--- src/sv/ptm_pkg.sv ---
package ptm_pkg;

  localparam int TS_W            = 64;
  localparam int STREAM_W        = 8;
  localparam int KIND_W          = 2;
  localparam int STATUS_W        = 3;
  localparam int CFG_INDEX_W     = 1;
  localparam int CFG_DATA_W      = 8;
  localparam int QUEUE_DEPTH_DEF = 4;

  // Item kinds; the unused fourth code passes through like a marker.
  localparam logic [KIND_W-1:0] KIND_DATA  = 2'd0;
  localparam logic [KIND_W-1:0] KIND_FLUSH = 2'd1;
  localparam logic [KIND_W-1:0] KIND_END   = 2'd2;

  // Configuration register indexes.
  localparam logic [CFG_INDEX_W-1:0] REG_MONOTONIC_ENABLE = 1'd0;
  localparam logic [CFG_INDEX_W-1:0] REG_SOURCE_STREAM    = 1'd1;

  typedef enum logic [STATUS_W-1:0] {
    ST_OK           = 3'd0,
    ST_WRONG_STREAM = 3'd1,
    ST_NO_TS        = 3'd2,
    ST_PTS_OVF      = 3'd3,
    ST_DTS_OVF      = 3'd4,
    ST_ADV_OVF      = 3'd5
  } status_t;

  // One classified request, as handed from the front to the back.
  typedef struct packed {
    logic [KIND_W-1:0] kind;
    status_t           status;       // status decided up front
    logic              act;          // run the monotonic update
    logic [TS_W-1:0]   pts;
    logic              pts_valid;
    logic [TS_W-1:0]   dts;
    logic              dts_valid;
    logic [TS_W-1:0]   dur;
    logic [TS_W-1:0]   min_ts;       // smallest present timestamp
    logic [TS_W-1:0]   pts_off;      // pts - min_ts, unsigned
    logic [TS_W-1:0]   dts_off;      // dts - min_ts, unsigned
    logic [TS_W:0]     adv_off;      // max - min + step, unsigned
    logic [TS_W-1:0]   adv_base;     // max + step
    logic              adv_base_ovf; // max + step above the signed range
  } ptm_entry_t;

endpackage

--- src/sv/ptm_front.sv ---
module ptm_front import ptm_pkg::*; (
  input  logic                   clk,
  input  logic                   rst,
  input  logic                   cfg_write,
  input  logic [CFG_INDEX_W-1:0] cfg_index,
  input  logic [CFG_DATA_W-1:0]  cfg_data,
  input  logic                   push,
  output logic                   full,
  input  logic [KIND_W-1:0]      func,
  input  logic [STREAM_W-1:0]    stream_id,
  input  logic [TS_W-1:0]        pts_in,
  input  logic                   pts_in_valid,
  input  logic [TS_W-1:0]        dts_in,
  input  logic                   dts_in_valid,
  input  logic [TS_W-1:0]        duration_in,
  input  logic                   q_full,
  output logic                   q_write,
  output ptm_entry_t             q_entry
);

  typedef struct packed {
    logic [KIND_W-1:0] kind;
    status_t           status;
    logic              act;
    logic [TS_W-1:0]   pts;
    logic              pts_valid;
    logic [TS_W-1:0]   dts;
    logic              dts_valid;
    logic [TS_W-1:0]   dur;
    logic [TS_W-1:0]   min_ts;
    logic [TS_W-1:0]   max_ts;
    logic [TS_W-1:0]   step;
  } ptm_stage_t;

  logic                monotonic_enable;
  logic [STREAM_W-1:0] source_stream;
  logic                st_valid;
  ptm_stage_t          st;
  ptm_stage_t          st_next;
  logic                in_accept;
  logic                pts_lower;
  logic [TS_W:0]       adv_base_sum;
  logic [TS_W-1:0]     span;

  assign full      = st_valid && q_full;
  assign in_accept = push && !full;
  assign q_write   = st_valid && !q_full;
  assign pts_lower = $signed(pts_in) < $signed(dts_in);

  // Classify the request and pick the extreme timestamps.
  always_comb begin
    st_next           = '0;
    st_next.kind      = func;
    st_next.status    = ST_OK;
    st_next.act       = 1'b0;
    st_next.pts       = pts_in;
    st_next.pts_valid = pts_in_valid;
    st_next.dts       = dts_in;
    st_next.dts_valid = dts_in_valid;
    st_next.dur       = duration_in;
    if (func == KIND_DATA) begin
      if (stream_id != source_stream) begin
        st_next.status = ST_WRONG_STREAM;
      end else if (monotonic_enable) begin
        if (!pts_in_valid && !dts_in_valid) begin
          st_next.status = ST_NO_TS;
        end else begin
          st_next.act = 1'b1;
        end
      end
    end
    st_next.min_ts = (pts_in_valid && (!dts_in_valid || pts_lower)) ? pts_in : dts_in;
    st_next.max_ts = (pts_in_valid && (!dts_in_valid || !pts_lower)) ? pts_in : dts_in;
    // Count a duration of zero or below as one.
    st_next.step = (duration_in[TS_W-1] || duration_in == '0) ? TS_W'(1) : duration_in;
  end

  // Precompute every sum that does not need the expected decode time.
  assign adv_base_sum = {st.max_ts[TS_W-1], st.max_ts} + {1'b0, st.step};
  assign span         = st.max_ts - st.min_ts;

  always_comb begin
    q_entry              = '0;
    q_entry.kind         = st.kind;
    q_entry.status       = st.status;
    q_entry.act          = st.act;
    q_entry.pts          = st.pts;
    q_entry.pts_valid    = st.pts_valid;
    q_entry.dts          = st.dts;
    q_entry.dts_valid    = st.dts_valid;
    q_entry.dur          = st.dur;
    q_entry.min_ts       = st.min_ts;
    q_entry.pts_off      = st.pts - st.min_ts;
    q_entry.dts_off      = st.dts - st.min_ts;
    q_entry.adv_off      = {1'b0, span} + {1'b0, st.step};
    q_entry.adv_base     = adv_base_sum[TS_W-1:0];
    q_entry.adv_base_ovf = !adv_base_sum[TS_W] && adv_base_sum[TS_W-1];
  end

  always_ff @(posedge clk) begin
    if (rst) begin
      st_valid         <= 1'b0;
      monotonic_enable <= 1'b0;
      source_stream    <= '0;
    end else begin
      if (cfg_write) begin
        unique case (cfg_index)
          REG_MONOTONIC_ENABLE: monotonic_enable <= cfg_data[0];
          REG_SOURCE_STREAM:    source_stream    <= cfg_data[STREAM_W-1:0];
          default: ;
        endcase
      end
      if (in_accept) begin
        st_valid <= 1'b1;
      end else if (q_write) begin
        st_valid <= 1'b0;
      end
    end
  end

  always_ff @(posedge clk) begin
    if (in_accept) begin
      st <= st_next;
    end
  end

endmodule

--- src/sv/ptm_queue.sv ---
module ptm_queue import ptm_pkg::*; #(
  parameter int DEPTH = QUEUE_DEPTH_DEF
) (
  input  logic       clk,
  input  logic       rst,
  input  logic       wr_en,
  input  ptm_entry_t wr_entry,
  output logic       full,
  output logic       rd_valid,
  input  logic       rd_en,
  output ptm_entry_t rd_entry
);

  localparam int PTR_W = $clog2(DEPTH);
  localparam int CNT_W = $clog2(DEPTH + 1);

  ptm_entry_t       slots [DEPTH];
  logic [PTR_W-1:0] wr_ptr;
  logic [PTR_W-1:0] rd_ptr;
  logic [CNT_W-1:0] count;

  assign full     = count == CNT_W'(DEPTH);
  assign rd_valid = count != '0;
  assign rd_entry = slots[rd_ptr];

  always_ff @(posedge clk) begin
    if (rst) begin
      wr_ptr <= '0;
      rd_ptr <= '0;
      count  <= '0;
    end else begin
      if (wr_en) begin
        wr_ptr <= (wr_ptr == PTR_W'(DEPTH - 1)) ? '0 : wr_ptr + 1'b1;
      end
      if (rd_en) begin
        rd_ptr <= (rd_ptr == PTR_W'(DEPTH - 1)) ? '0 : rd_ptr + 1'b1;
      end
      case ({wr_en, rd_en})
        2'b10:   count <= count + 1'b1;
        2'b01:   count <= count - 1'b1;
        default: count <= count;
      endcase
    end
  end

  always_ff @(posedge clk) begin
    if (wr_en) begin
      slots[wr_ptr] <= wr_entry;
    end
  end

endmodule

--- src/sv/ptm_back.sv ---
module ptm_back import ptm_pkg::*; (
  input  logic                clk,
  input  logic                rst,
  input  logic                q_valid,
  input  ptm_entry_t          q_entry,
  output logic                q_read,
  input  logic                pop,
  output logic                empty,
  output logic [KIND_W-1:0]   item_kind,
  output logic [STATUS_W-1:0] status,
  output logic [TS_W-1:0]     pts_out,
  output logic                pts_out_valid,
  output logic [TS_W-1:0]     dts_out,
  output logic                dts_out_valid,
  output logic [TS_W-1:0]     duration_out
);

  logic [TS_W-1:0] next_decode_time;
  logic [TS_W-1:0] next_decode_time_next;
  logic            next_time_known;
  logic            out_valid;
  logic            advance;
  logic            shift_on;
  logic [TS_W+1:0] sum_pts;
  logic [TS_W+1:0] sum_dts;
  logic [TS_W+2:0] sum_adv;
  logic            pts_ovf;
  logic            dts_ovf;
  logic            adv_ovf;
  status_t         res_status;
  logic [TS_W-1:0] res_pts;
  logic [TS_W-1:0] res_dts;

  assign empty  = !out_valid;
  assign q_read = q_valid && (!out_valid || pop);

  // Shift applies when the smallest present timestamp falls below the
  // expected time; every shifted value is then expected time plus offset.
  assign shift_on = next_time_known &&
                    ($signed(q_entry.min_ts) < $signed(next_decode_time));
  assign sum_pts  = {{2{next_decode_time[TS_W-1]}}, next_decode_time} +
                    {2'b00, q_entry.pts_off};
  assign sum_dts  = {{2{next_decode_time[TS_W-1]}}, next_decode_time} +
                    {2'b00, q_entry.dts_off};
  assign sum_adv  = {{3{next_decode_time[TS_W-1]}}, next_decode_time} +
                    {2'b00, q_entry.adv_off};
  assign pts_ovf  = !sum_pts[TS_W+1] && (sum_pts[TS_W:TS_W-1] != 2'b00);
  assign dts_ovf  = !sum_dts[TS_W+1] && (sum_dts[TS_W:TS_W-1] != 2'b00);
  assign adv_ovf  = !sum_adv[TS_W+2] && (sum_adv[TS_W+1:TS_W-1] != 3'b000);

  always_comb begin
    res_status            = q_entry.status;
    res_pts               = q_entry.pts;
    res_dts               = q_entry.dts;
    advance               = 1'b0;
    next_decode_time_next = next_decode_time;
    if (q_entry.act) begin
      if (shift_on) begin
        if (q_entry.pts_valid && pts_ovf) begin
          res_status = ST_PTS_OVF;
        end else if (q_entry.dts_valid && dts_ovf) begin
          res_status = ST_DTS_OVF;
        end else if (adv_ovf) begin
          res_status = ST_ADV_OVF;
        end else begin
          advance               = 1'b1;
          next_decode_time_next = sum_adv[TS_W-1:0];
          if (q_entry.pts_valid) begin
            res_pts = sum_pts[TS_W-1:0];
          end
          if (q_entry.dts_valid) begin
            res_dts = sum_dts[TS_W-1:0];
          end
        end
      end else if (q_entry.adv_base_ovf) begin
        res_status = ST_ADV_OVF;
      end else begin
        advance               = 1'b1;
        next_decode_time_next = q_entry.adv_base;
      end
    end
  end

  always_ff @(posedge clk) begin
    if (rst) begin
      out_valid        <= 1'b0;
      next_time_known  <= 1'b0;
      next_decode_time <= '0;
    end else begin
      if (q_read) begin
        out_valid <= 1'b1;
      end else if (pop) begin
        out_valid <= 1'b0;
      end
      if (q_read && advance) begin
        next_decode_time <= next_decode_time_next;
        next_time_known  <= 1'b1;
      end
    end
  end

  always_ff @(posedge clk) begin
    if (q_read) begin
      item_kind     <= q_entry.kind;
      status        <= res_status;
      pts_out       <= res_pts;
      pts_out_valid <= q_entry.pts_valid;
      dts_out       <= res_dts;
      dts_out_valid <= q_entry.dts_valid;
      duration_out  <= q_entry.dur;
    end
  end

endmodule

--- src/sv/packet_timestamp_monotonizer.sv ---
// Channel   Handshake          Payload
// --------  -----------------  ---------------------------------------------------
// request   push / full        func, stream_id, pts_in(_valid), dts_in(_valid),
//                              duration_in
// result    empty / pop        item_kind, status, pts_out(_valid), dts_out(_valid),
//                              duration_out
// config    cfg_write          cfg_index, cfg_data (no wait, no read-back)
//
// One request per cycle sustained while results are popped; each request passes
// the front stage register and the queue before the back registers its result.
// The back stage sets the rate; it updates the expected decode time per request.
// Reset (rst, synchronous) empties all stages and clears the expected time and
// both registers. A result held by a low pop stalls the back stage only; the
// front keeps taking requests until the queue and its own stage are occupied.
module packet_timestamp_monotonizer import ptm_pkg::*; #(
  parameter int QUEUE_DEPTH = QUEUE_DEPTH_DEF
) (
  input  logic                   clk,
  input  logic                   rst,
  // configuration
  input  logic                   cfg_write,
  input  logic [CFG_INDEX_W-1:0] cfg_index,
  input  logic [CFG_DATA_W-1:0]  cfg_data,
  // request channel
  input  logic                   push,
  output logic                   full,
  input  logic [KIND_W-1:0]      func,
  input  logic [STREAM_W-1:0]    stream_id,
  input  logic signed [TS_W-1:0] pts_in,
  input  logic                   pts_in_valid,
  input  logic signed [TS_W-1:0] dts_in,
  input  logic                   dts_in_valid,
  input  logic signed [TS_W-1:0] duration_in,
  // result channel
  output logic                   empty,
  input  logic                   pop,
  output logic [KIND_W-1:0]      item_kind,
  output logic [STATUS_W-1:0]    status,
  output logic signed [TS_W-1:0] pts_out,
  output logic                   pts_out_valid,
  output logic signed [TS_W-1:0] dts_out,
  output logic                   dts_out_valid,
  output logic signed [TS_W-1:0] duration_out
);

  // Front to queue.
  logic       q_write;
  logic       q_full;
  ptm_entry_t q_wr_entry;
  // Queue to back.
  logic       q_valid;
  logic       q_read;
  ptm_entry_t q_rd_entry;

  // Classify each request, apply the stream and timestamp checks, and
  // precompute all sums that do not depend on the expected decode time.
  ptm_front u_front (
    .clk          (clk),
    .rst          (rst),
    .cfg_write    (cfg_write),
    .cfg_index    (cfg_index),
    .cfg_data     (cfg_data),
    .push         (push),
    .full         (full),
    .func         (func),
    .stream_id    (stream_id),
    .pts_in       (pts_in),
    .pts_in_valid (pts_in_valid),
    .dts_in       (dts_in),
    .dts_in_valid (dts_in_valid),
    .duration_in  (duration_in),
    .q_full       (q_full),
    .q_write      (q_write),
    .q_entry      (q_wr_entry)
  );

  // Decouple the front from a stalled result side.
  ptm_queue #(
    .DEPTH (QUEUE_DEPTH)
  ) u_queue (
    .clk      (clk),
    .rst      (rst),
    .wr_en    (q_write),
    .wr_entry (q_wr_entry),
    .full     (q_full),
    .rd_valid (q_valid),
    .rd_en    (q_read),
    .rd_entry (q_rd_entry)
  );

  // Hold the expected decode time, shift late timestamps, check overflow,
  // and drive the registered result.
  ptm_back u_back (
    .clk           (clk),
    .rst           (rst),
    .q_valid       (q_valid),
    .q_entry       (q_rd_entry),
    .q_read        (q_read),
    .pop           (pop),
    .empty         (empty),
    .item_kind     (item_kind),
    .status        (status),
    .pts_out       (pts_out),
    .pts_out_valid (pts_out_valid),
    .dts_out       (dts_out),
    .dts_out_valid (dts_out_valid),
    .duration_out  (duration_out)
  );

endmodule

--- config.mk ---
export PLATFORM = sky130hd
export DESIGN_NAME = packet_timestamp_monotonizer
export DESIGN_NICKNAME = d
export VERILOG_FILES = /design/src/sv/ptm_pkg.sv /design/src/sv/ptm_front.sv /design/src/sv/ptm_queue.sv /design/src/sv/ptm_back.sv /design/src/sv/packet_timestamp_monotonizer.sv
export SDC_FILE = /design/constraint.sdc
export NUM_CORES = 2
export LEC_CHECK = 0
export BUFFER_PORTS_ARGS = -buffer_cell sky130_fd_sc_hd__clkbuf_2
export CORE_MARGIN = 4
export CORE_UTILIZATION = 64
export DETAILED_ROUTE_END_ITERATION = 6
export PLACE_DENSITY = 0.82
export SYNTH_ARGS = -nofsm -noshare
export SYNTH_HDL_FRONTEND = slang
export SYNTH_SLANG_ARGS = --single-unit
--- constraint.sdc ---
create_clock -name clk -period 39.4 [get_ports clk]
set_input_delay 7.88 -clock clk [delete_from_list [all_inputs] [get_ports clk]]
set_output_delay 7.88 -clock clk [all_outputs]
set_load 0.01 [all_outputs]
==> metrics.cfg <==
[hold_path]
hold_class = reg2reg
hold_start = u_front.source_stream[5]

[synth]
avgSynthCellArea_um2 = 14.59
synth_nets = 9942
ys.flop_type = edfxtp_1
synth-seq-cells = 2759
ys_seq_area_frac = 0.6198
synth_edf_count = 2674
ys_warn_count = 0
synth_area_um2 = 132300
syn_inst = 9070
synth_cell_types = 92
synthArstFlopShare = 0

[timing]
fin_ws_ps = 26610
maxSlewHeadroom = 0.09581
skew_ps = 69.91
setup_viol = 0
tightest_slew_ps = 1342
rsz0062_at_grt = no
final.setup.tns_ps = 0
fin_crit_ps = 12790
max_freq_ghz = 0.07816
hold_viol_final = 0
fin_crit_sh = 0.3247
drv_slew = 0

[layout]
fin_nets = 10413
post-route-cell-area_um2 = 146400
fin_cells = 12438
synthToLayoutAreaGrowth_pct = 10.63
finish.utilization = 0.7133
drive_gt1_frac = 0.1687
num-fill-cells = 12815
final_common_cell = edfxtp_1
final_cell_mix = edfxtp_1, ha_1, a21oi_1

[worst_setup_path]
critical_path_buf_inv_count = 4
reg2reg_slack_ps = 27970
cp_cell_sequence = clkbuf_2 > inv_1 > ha_1 > a21o_1 > a21o_1 > a21o_1 > a21o_1 > a21o_1 > a21o_1 > a21o_1 > a221o_1 > nand2_1 > a31oi_4 > nand2b_1 > o21ai_4 > buf_4 > buf_4 > mux2_2
reg2reg_depth = 19
startpoint_type = input port
cp_data_required_time_ps = 40090
worstSetupPathType = in2reg
cp.depth = 18
cp_slowest_stage_delay_ps = 800
crit_top_cell = a21o_1
crit_family = compound AO/OA/AOI/OAI gates
cp_max_fo = 39
cp-endpoint = u_front.st[67]
startpoint = dts_in[33]
critPathSlowestCell = buf_4
r2r_end = u_back.next_decode_time[28]
worstSetupEndpointType = flop
crit_arrival_ps = 13480

[placement]
io_buffers = 418
gp_congestion = 1.017
post-dp-hpwl_um = 266700
post-place-cells = 11933
dpl_worst_slack_ps = 25860
dpl_cell_area_um2 = 137400

[clock_tree]
clock-sinks = 2759
clk_path_buf_depth = 4
path_clk_slew_ps = 60
post_cts_buffers = 0
tritoncts = built
numCtsBuffers = 294
cts_hold_buf = 0
root_buffer = clkbuf_16
clk_latency_ps = 940
h-tree-depth = 5
ctsResizeCount = 0

[detailed_routing]
route.detailed.drc = 0
drt_iter0_drc = 12297
dr.pass1.iters = 6
drtAntennaViolNets = 0
drt-total-wl_um = 384000
wl_per_cell_um = 30.87
dr_total_vias = 86768
via_per_inst = 6.976

[pwr]
ir_drop_mv = 0.06076
cellLeakagePower_nw = 52.58
cellPowerDensity_nw_per_um2 = 72.14

[grt]
grt_max_degree = 138
grt_pass1_vias = 83194
globalRouteTotalUtil = 0.3519
grt_pass1_wl_um = 556300
antenna_found_initial = 24
overflow = 0

[floorplanning]
initial_utilization = 0.6447
die_area_um2 = 214100
coreArea_um2 = 205200
die_y_um = 462.7
fp.dieW_um = 462.7
num_rows = 166
pin_count = 419

[job]
cap_violations = 0

[outcome]
status = finished, final reports clean

==> worst register-to-register path: cells and delay by family (launching register included) <==
family	cells	cell delay, ps
XOR/XNOR	1	300
AO/OA/AOI/OAI	8	3900
adder cells (fa/ha/maj)	1	320
flip-flops	1	830
buffers and inverters	5	3320
AND/OR/NAND/NOR	3	1960
multiplexers	1	640
==> logic make-up (layout without fill, tap and decap cells) <==
logic type,count (synthesis),in the layout,share of synthesized area
buf+inv,706,1379,0.02069
other cells,1,8,0.00002834
xor+xnor,480,480,0.03178
compound gates,2045,2045,0.09720
flops,2759,2759,0.6198
fa+ha+maj,654,654,0.06236
mux,722,722,0.1050
simple gates,1703,1703,0.06312
==> synth_stat cells (69+ instances only) <==
cell type  instances  share of area
mux2i_1           70         0.0053
a21o_1           343          0.019
dfxtp_1           85          0.013
nand2b_1          71         0.0034
nor2b_1           69         0.0033
a211oi_1         110         0.0062
or3_1             80         0.0038
o21ai_0          412          0.016
nor2_1           278         0.0079
a31oi_1          126         0.0060
ha_1             645          0.061
nand2_1          529          0.015
xnor2_1          319          0.021
nand3_1          242         0.0092
edfxtp_1        2674           0.61
xor2_1           161          0.011
o21bai_1          88         0.0050
clkbuf_1         279         0.0079
a21oi_1          634          0.024
mux4_2           520          0.089
nand4_1          109         0.0052
and2_1           101         0.0048
mux2_2           129          0.011
inv_1            348         0.0099
==> stage by stage <==
stage	power (mW)	hold slack, ps
after CTS	10.49	469.6
after global placement	7.755	447.1
after detailed placement	7.858	461.8
final	10.56	470.8
after global routing	10.98	491.2
after floorplan	6.653	428.5
==> state kept, by name, indices dropped and copies added (netlist names), named ones only <==
| name | count |
|---|---|
| u_queue.slots | 2084 |
| u_front.q_entry | 263 |
| u_front.st | 128 |
| u_back.dts_out | 64 |
| u_back.duration_out | 64 |
| u_back.next_decode_time | 64 |
| u_back.pts_out | 64 |
| u_front.source_stream | 8 |
| u_back.status | 3 |
| u_queue.count | 3 |
| u_back.item_kind | 2 |
| u_queue.rd_ptr | 2 |
| u_queue.wr_ptr | 2 |
| u_back.dts_out_valid | 1 |
| u_back.next_time_known | 1 |
| u_back.out_valid | 1 |
| u_back.pts_out_valid | 1 |
| u_front.monotonic_enable | 1 |
| u_front.st_valid | 1 |
==> power breakdown <==
| part | internal [mW] | switching [mW] |
|---|---|---|
| Clock | 1.51 | 1.12 |
| Combinational | 1.46 | 2.41 |
| Sequential | 3.80 | 0.272 |
==> final cells by class <==
cell class / count / area (um2) / share of cell area
inverters: 350 / 1314 / 0.008976
diodes: 7 / 17.52 / 0.0001197
multi-input cells: 5605 / 47700 / 0.3259
repair buffers: 531 / 3048 / 0.02082
clock buffers: 370 / 7811 / 0.05337
flip-flops and latches: 2759 / 82010 / 0.5603
well taps: 2688 / 3363 / 0.02298
clock inverters: 128 / 1105 / 0.007548
==> layer usage <==
| metal | vias up | track usage | part of all wire |
|---|---|---|---|
| met5 | - | 0 | 0.00021 |
| met4 | 14 | 0.1358 | 0.045 |
| met3 | 920 | 0.08933 | 0.13 |
| met2 | 5949 | 0.5206 | 0.44 |
| met1 | 43307 | 0.5093 | 0.38 |
| li1 | 36578 | - | - |
==> worst min-delay path by stage <==
stage               slack, ps  cells past startpoint                       end
floorplan                 430                      2    u_back.next_time_known
global placement          450                      2    u_back.next_time_known
detailed placement        460                      2  u_front.source_stream[5]
CTS                       470                      2  u_front.source_stream[5]
global route              490                      2  u_front.source_stream[2]
finish                    470                      2  u_front.source_stream[5]
No activity file was read; power rests on OpenSTA's default activity.
